--- src/rtl/core/plh_pkg.sv ---
// Shared types and constants for the lattice action / Hamiltonian accumulator.
// Used by plh_ctrl, plh_dp and phi4_lattice_hamiltonian; no dependencies.
`default_nettype none

package plh_pkg;

  // Widths of the word fields and internal values
  localparam int VAL_W      = 16;   // Q4.12 field values
  localparam int ACC_W      = 48;   // Q24.24 accumulators
  localparam int NSUM_W     = 18;   // sum of up to four neighbours
  localparam int CFG_IDX_W  = 1;
  localparam int DIM_MAX    = 4;
  localparam int DIMENSIONS_DEF = 4;

  // Configuration register indexes
  localparam logic [CFG_IDX_W-1:0] REG_HOPPING = 1'd0;
  localparam logic [CFG_IDX_W-1:0] REG_QUARTIC = 1'd1;

  // Input word: one lattice site
  typedef struct packed {
    logic signed [VAL_W-1:0] site_field;
    logic signed [VAL_W-1:0] neighbour_a;
    logic signed [VAL_W-1:0] neighbour_b;
    logic signed [VAL_W-1:0] neighbour_c;
    logic signed [VAL_W-1:0] neighbour_d;
    logic signed [VAL_W-1:0] site_momentum;
    logic                    last_site;
  } in_word_t;

  // Result word: one per sweep
  typedef struct packed {
    logic signed [ACC_W-1:0] action_total;
    logic signed [ACC_W-1:0] energy_total;
    logic                    overflowed;
  } out_word_t;

  // Controller states
  typedef enum logic [2:0] {
    ST_IDLE,
    ST_SQ,
    ST_DD,
    ST_QL,
    ST_HP,
    ST_ACC,
    ST_FIN
  } state_t;

  // Operation of the shared multiplier in one cycle
  typedef enum logic [2:0] {
    OP_NONE,
    OP_SQ,    // phi*phi, aux: kappa*nsum
    OP_DD,    // d*d, aux: p*p
    OP_QL,    // quart*lambda
    OP_HP     // (kappa*nsum)*phi
  } mul_op_t;

  // Controller to datapath
  typedef struct packed {
    logic    load;
    mul_op_t op;
    logic    acc_en;
    logic    fin_en;
  } dp_cmd_t;

  // Datapath to controller
  typedef struct packed {
    logic last;
  } dp_status_t;

endpackage

`default_nettype wire

--- src/rtl/core/plh_ctrl.sv ---
// Sequencer for the lattice accumulator: steps each site through the
// multiply passes and accumulate, then the result on a sweep's last site. Uses plh_pkg.
`default_nettype none

module plh_ctrl (
  input  wire logic               clk,
  input  wire logic               rst_n,
  input  wire logic               in_valid,
  output logic                    in_stall,
  output logic                    out_valid,
  input  wire logic               out_stall,
  output plh_pkg::dp_cmd_t        cmd,
  input  wire plh_pkg::dp_status_t status
);
  import plh_pkg::*;

  state_t state_r, state_nxt;
  logic   out_valid_r, out_valid_nxt;
  logic   out_free;

  // The output register can take a new word when empty or being drained
  assign out_free = !out_valid_r || !out_stall;

  // Next state
  always_comb begin
    state_nxt = state_r;
    unique case (state_r)
      ST_IDLE: if (in_valid) state_nxt = ST_SQ;
      ST_SQ:   state_nxt = ST_DD;
      ST_DD:   state_nxt = ST_QL;
      ST_QL:   state_nxt = ST_HP;
      ST_HP:   state_nxt = ST_ACC;
      ST_ACC:  state_nxt = status.last ? ST_FIN : ST_IDLE;
      ST_FIN:  if (out_free) state_nxt = ST_IDLE;
      default: state_nxt = ST_IDLE;
    endcase
  end

  // Outputs and commands
  always_comb begin
    in_stall   = 1'b1;
    cmd.load   = 1'b0;
    cmd.op     = OP_NONE;
    cmd.acc_en = 1'b0;
    cmd.fin_en = 1'b0;
    unique case (state_r)
      ST_IDLE: begin
        in_stall = 1'b0;
        cmd.load = in_valid;
      end
      ST_SQ:   cmd.op = OP_SQ;
      ST_DD:   cmd.op = OP_DD;
      ST_QL:   cmd.op = OP_QL;
      ST_HP:   cmd.op = OP_HP;
      ST_ACC:  cmd.acc_en = 1'b1;
      ST_FIN:  cmd.fin_en = out_free;
      default: in_stall = 1'b1;
    endcase
  end

  // Output valid: set on result load, drop when taken
  always_comb begin
    out_valid_nxt = out_valid_r;
    if (cmd.fin_en) begin
      out_valid_nxt = 1'b1;
    end else if (out_valid_r && !out_stall) begin
      out_valid_nxt = 1'b0;
    end
  end

  always_ff @(posedge clk) begin
    if (!rst_n) begin
      state_r     <= ST_IDLE;
      out_valid_r <= 1'b0;
    end else begin
      state_r     <= state_nxt;
      out_valid_r <= out_valid_nxt;
    end
  end

  assign out_valid = out_valid_r;

`ifndef SYNTH
  // Accumulate follows a site's load after the four multiply passes
  a_acc_after_load: assert property (@(posedge clk) disable iff (!rst_n)
    cmd.acc_en |-> $past(cmd.load, 5))
    else $error("accumulate without matching load");

  // Never overwrite a result that is still waiting
  a_fin_free: assert property (@(posedge clk) disable iff (!rst_n)
    cmd.fin_en |-> !(out_valid_r && out_stall))
    else $error("result overwritten while stalled");

  // A new result shows only after the result state
  a_valid_from_fin: assert property (@(posedge clk) disable iff (!rst_n)
    $rose(out_valid_r) |-> $past(state_r == ST_FIN))
    else $error("output valid rose outside result state");

  // A loaded site starts its first multiply pass next
  a_load_to_sq: assert property (@(posedge clk) disable iff (!rst_n)
    cmd.load |=> (state_r == ST_SQ))
    else $error("load did not start multiply sequence");
`endif

endmodule

`default_nettype wire

--- config.mk ---
export PLATFORM = sky130hd
export DESIGN_NAME = plh_ctrl
export DESIGN_NICKNAME = d
export VERILOG_FILES = /design/src/rtl/core/plh_pkg.sv /design/src/rtl/core/plh_ctrl.sv
export SDC_FILE = /design/constraint.sdc
export NUM_CORES = 1
export LEC_CHECK = 0
export BUFFER_PORTS_ARGS = -buffer_cell sky130_fd_sc_hd__clkbuf_2
export CORE_AREA = 2 2 39 41
export CTS_CLUSTER_SIZE = 40
export DETAILED_ROUTE_END_ITERATION = 7
export DIE_AREA = 0 0 41 43
export MAX_ROUTING_LAYER = met4
export SYNTH_ARGS = -nofsm -noshare
export SYNTH_HDL_FRONTEND = slang
export SYNTH_SLANG_ARGS = --single-unit
--- constraint.sdc ---
create_clock -name clk -period 2.6 [get_ports clk]
set_input_delay 0.52 -clock clk [delete_from_list [all_inputs] [get_ports clk]]
set_output_delay 0.52 -clock clk [all_outputs]
set_load 0.02 [all_outputs]
==> results.cfg, run 1 <==
[status]
status = finished clean

[global_routing]
antenna_found_initial = 0
grt_busiest_layer = met1
met1_usage_pct = 10.3
track_usage_pct = 7.71
grt_pass1_wl_microns = 828
grt_pass1_vias = 208
grt_util_met2_pct = 7.81
grt-ovfl-total = 0
grt_util_met3_pct = 1.57
grt_max_degree = 13

[sta]
relSlewSlack_pct = 77.0
min_period_ps = 1770
finClkSkew_ps = 2.42
period_share_pct = 68.1
rsz0062_at_grt = false
setup-tns-final_ps = 0
clock.fmax_ghz = 0.565
slew_viol_final = 0
final_hold_viol_count = 0
worst_slack_ps = 829
max_slew.worst_pin.slew_ps = 344
setup_violations = 0

[die]
dieWidth_microns = 41
io-pin-count = 13
die-area_sq_um = 1760
die_h_microns = 43
start_util_pct = 19.7
core_area_sq_um = 1380
placementRows = 14

[placement]
dpl.hpwl_microns = 416
port_buffers = 12
dpl-instance-area_sq_um = 323
gp_congestion = 0.746
place_ws_ps = 1060

[worst_setup_path]
cpMaxStageDelayCell = or3_4
crit_type = reg2out
end_kind = primary output
critPathMaxStageDelay_ps = 400
crit_arrival_ps = 1250
path_buf_inv = 1
cp.required_ps = 2080
r2r_slack_ps = 1530
path_cells = or3_4 -> nor2_2 -> clkbuf_2
path_max_fanout = 11
cp_top_family = simple AND/OR/NAND/NOR gates
startpoint_type = flop

[detailed_routing]
num_vias = 259
wl_microns = 548
detail-route-antenna-nets = 0
drt-initial-drc-count = 3
drc = 0
wl_per_cell_microns = 9.13
drt-pass1-iter-count = 4
viasPerCell = 4.32

[logic_synthesis]
synth_area_leaders = dfxtp_1 29%, buf_6 8.3%, nand3b_1 8.3%, nor2b_1 6.9%, nand4b_1 6.4%
netlist.area_leader.share_pct = 29.4
netlist_top_cells_count = 4 x dfxtp_1, 3 x inv_1, 3 x nand3b_1, 3 x nor2b_1
synth_area_leader_cell = dfxtp_1
synth.yosys.seq_area_share_pct = 29.4
synth_nets = 37
netlist_instances = 32
synth-seq-cells = 4
async_reset_ff_share_pct = 0
synth.cell_area_sq_um = 273
syn_area_per_cell_sq_um = 8.52
yosysUniqueCellTypes = 19
synth.most_common_cell = dfxtp_1
yosys_most_used_dff = dfxtp_1
ys_warn_count = 0
synth_edf_count = 0

[hold_path]
holdCritPathClass = reg2reg

[clock_network]
cts_buffer_depth = 2
cts.clk_slew.worst_paths_ps = 40
htreeDepth = 1
ctsHoldBuffers = 0
root_buffer = clkbuf_4
cts_setup_buffers = 0
clkSinkCount = 4
clock_latency_ps = 230
postCtsResizedCells = 0
cts_buffers = 3
tritoncts = yes

[cells_and_area]
finalInstanceArea_sq_um = 345
drive_gt1_share_pct = 38.6
fin_nets = 51
area_growth_pct = 26.6
antenna_cells = 0

[power]
p_leak_nw = 0.149
p_per_area_nw_per_um2 = 590
peakVddDrop_v = 0.000190
power.total_w = 0.000204

[run]
max-cap-violations = 0
-- state kept, by name, summed over array words and instances, names as in the netlist --
register	flops
state_r	3
out_valid	1
-- kinds of logic after synthesis --
logic type / synth area share, %
buf+inv: 15.1
compound gates: 18.8
simple gates: 36.7
flops: 29.4
-- through the flow --
stage / utilization (%) / hold slack [ps] / std cells
2_1_floorplan: - / 509 / 32
3_3_place_gp: 23.3 / 494 / 57
3_5_place_dp: 23.3 / 497 / 57
4_1_cts: 25.0 / 503 / 60
5_1_grt: 25.0 / 540 / 60
6_report: 25.0 / 504 / 60
-- tightest hold or removal path, cell delays in order (launching register included) --
cell,delay [ps]
dfxtp_1,330
nand2_1,70
a21oi_1,50
-- where the power goes --
group | internal (W) | switching (W) | leakage [nW]
Combinational | 0.0000246 | 0.0000289 | 0.103
Clock | 0.0000514 | 0.0000217 | 0.0138
Sequential | 0.0000666 | 0.0000107 | 0.0327
-- routing by layer --
metal / vias up / part of all wire, % / routed length [microns]
met5: - / 0 / 0
met4: 0 / 0 / 0
met3: 0 / 9.5 / 52
met2: 12 / 41 / 226
met1: 108 / 49 / 269
li1: 139 / - / -
-- final timing paths --
kind | start | to | cells after the start
setup / recovery | state_r[1]$_SDFFE_PN0P_ | cmd[5] | 3
hold / removal | out_valid$_SDFFE_PN0P_ | out_valid$_SDFFE_PN0P_ | 2
setup reg to reg | state_r[2]$_SDFFE_PN0P_ | state_r[0]$_SDFFE_PN0P_ | 2
hold reg to reg | out_valid$_SDFFE_PN0P_ | out_valid$_SDFFE_PN0P_ | 2
-- cell type report --
type,instances,area (sq um)
fillers,154,1040
multi-input cells,22,151
flip-flops and latches,4,80.1
repair buffers,12,60.1
clock buffers,3,22.5
well taps,16,20.0
inverters,3,11.3
-- cell usage in the layout (no fill, tap or decap), drive strengths merged --
cell,synthesis,routed
or3,1,1
o32ai,1,1
nand3b,3,3
nand4b,2,2
a21oi,2,2
inv,3,3
nor3,2,2
nand2,1,1
nand2b,1,1
nor2b,3,3
a21boi,2,2
nor2,2,2
dfxtp,4,4
o211ai,1,1
clkbuf,0,15
a2111oi,1,1
Note: power is estimated with default switching activity, not from simulation.
==> inputs of run 2 (changes only) <==
Settings changed: ABC_AREA from default to 1.
Clock period 2.6 ns to 1.79 ns, I/O delays scaled along.
==> results.cfg, run 2 <==
[logic_synthesis]
netlist_top_cells_count = 11 x inv_1, 9 x nand2_1, 8 x nor2_1
yosys_most_used_dff = dfxtp_1
synth_edf_count = 0
netlist_instances = 44
yosysUniqueCellTypes = 12
synth.most_common_cell = inv_1
ys_warn_count = 0
synth_area_leaders = dfxtp_1 32%, inv_1 16%, nand2_1 13%, nor2_1 12%, nand3_1 10%
synth_nets = 49
synth.cell_area_sq_um = 251
netlist.area_leader.share_pct = 31.8
synth-seq-cells = 4
synth_area_leader_cell = dfxtp_1
syn_area_per_cell_sq_um = 5.72
async_reset_ff_share_pct = 0
synth.yosys.seq_area_share_pct = 31.8

[sta]
slew_viol_final = 0
worst_slack_ps = 203
setup-tns-final_ps = 0
min_period_ps = 1590
rsz0062_at_grt = false
final_hold_viol_count = 0
finClkSkew_ps = 3.79
clock.fmax_ghz = 0.630
max_slew.worst_pin.slew_ps = 189
relSlewSlack_pct = 87.4
setup_violations = 0
period_share_pct = 88.7

[global_routing]
grt_pass1_vias = 218
track_usage_pct = 7.30
grt_max_degree = 7
grt_pass1_wl_microns = 814
antenna_found_initial = 0
grt-ovfl-total = 0

[power]
p_sw_w = 0.000105
p_comb_share_pct = 27.3
p_seq_share_pct = 34.4
power.share.clock_pct = 38.3
switching_share_pct = 34.4
p_leak_nw = 0.227
peakVddDrop_v = 0.000341
p_per_area_nw_per_um2 = 877
intPower_w = 0.000199

[cells_and_area]
area_growth_pct = 37.8
drive_gt1_share_pct = 29.3
fillers = 163
largest_reg_flops = 3
regMostFlops = state_r
mostFrequentLayoutCells = 12 x clkbuf_2, 11 x inv_1, 9 x nand2_1
antenna_cells = 0
finalInstanceArea_sq_um = 347
layout_commonest_cell = clkbuf_2
fin_nets = 65

[worst_setup_path]
cp.required_ps = 1430
startpoint_type = flop
end_kind = primary output
r2r_slack_ps = 830
path_max_fanout = 6
cp_top_family = buffers and inverters
critPathMaxStageDelay_ps = 330
path_cells = inv_1 -> nand2_1 -> nor2_1 -> inv_1 -> nor2_1 -> clkbuf_2
cp.depth = 6
crit_type = reg2out
path_buf_inv = 3
cpMaxStageDelayCell = dfxtp_1
crit_arrival_ps = 1230
reg2reg_depth = 6

[die]
io-pin-count = 13
start_util_pct = 18.2
placementRows = 14
core_area_sq_um = 1380
die-area_sq_um = 1760
die_h_microns = 43
dieWidth_microns = 41

[placement]
gp_congestion = 0.751
dpl.hpwl_microns = 424
place_ws_ps = 454
dpl-instance-area_sq_um = 324
port_buffers = 12

[detailed_routing]
num_vias = 297
drc = 0
detail-route-antenna-nets = 0
wl_per_cell_microns = 7.24
wl_microns = 536
drt-initial-drc-count = 5
viasPerCell = 4.01
drt-pass1-iter-count = 4

[clock_network]
cts_buffer_depth = 2
clock_latency_ps = 240
htreeDepth = 1
ctsHoldBuffers = 0
root_buffer = clkbuf_4
postCtsResizedCells = 0
cts_buffers = 3
cts_setup_buffers = 0
clkSinkCount = 4
tritoncts = yes
cts.clk_slew.worst_paths_ps = 40

[hold_path]
holdCritPathClass = in2reg
hold_path_depth = 3

[status]
status = finished clean

[run]
max-cap-violations = 0
## run 2: worst register-to-register path, delay by kind of cell, from the launching register on
kind / cells / cell delay [ps]
flip-flops: 1 / 330
AND/OR/NAND/NOR: 5 / 370
buffers and inverters: 1 / 160
## run 2: layer usage
metal / global-route usage (%) / vias up / wire length, microns
met1: 9.65 / 120 / 257
li1: - / 159 / -
met5: - / - / 0
met4: 8.00 / 0 / 15
met3: 1.57 / 2 / 52
met2: 8.13 / 16 / 211
## run 2: final cells by class
type | instances | area, sq um | area share (%)
repair buffers | 12 | 60.1 | 17.3
multi-input cells | 28 | 123 | 35.4
well taps | 16 | 20.0 | 5.78
clock buffers | 3 | 22.5 | 6.50
inverters | 11 | 41.3 | 11.9
flip-flops and latches | 4 | 80.1 | 23.1
## run 2: power by group through the flow
| stage | registers, W | logic (W) | clock network (W) |
|---|---|---|---|
| CTS | 0.000104 | 0.0000839 | 0.000120 |
| detailed placement | 0.000106 | 0.0000838 | 0 |
| finish | 0.000105 | 0.0000831 | 0.000116 |
| global placement | 0.000106 | 0.0000830 | 0 |
| floorplan | 0.000104 | 0.0000584 | 0 |
| global route | 0.000106 | 0.0000939 | 0.000130 |
## run 2: cell families after synthesis
kind of cell	after synthesis	share of synthesized area (%)
compound gates	2	3.98
flops	4	31.8
buf+inv	12	19.4
simple gates	26	44.8
## run 2: path summary, 6_finish.rpt
kind / startpoint / endpoint
worst max-delay path: state_r[0]$_SDFFE_PN0P_ / cmd[5]
worst min-delay path: rst_n / state_r[1]$_SDFFE_PN0P_
worst max register to register: state_r[0]$_SDFFE_PN0P_ / state_r[0]$_SDFFE_PN0P_
worst min register to register: out_valid$_SDFFE_PN0P_ / out_valid$_SDFFE_PN0P_
## run 2: through the flow
step                      total power [W]  hold WS (ps)  std cells  util [%]
final                            0.000304           350         74      25.0
after global routing             0.000329           348         74      25.0
after CTS                        0.000308           346         74      25.0
after detailed placement         0.000190           472         71      23.4
after global placement           0.000189           473         71      23.4
after floorplan                  0.000163           456         44         -
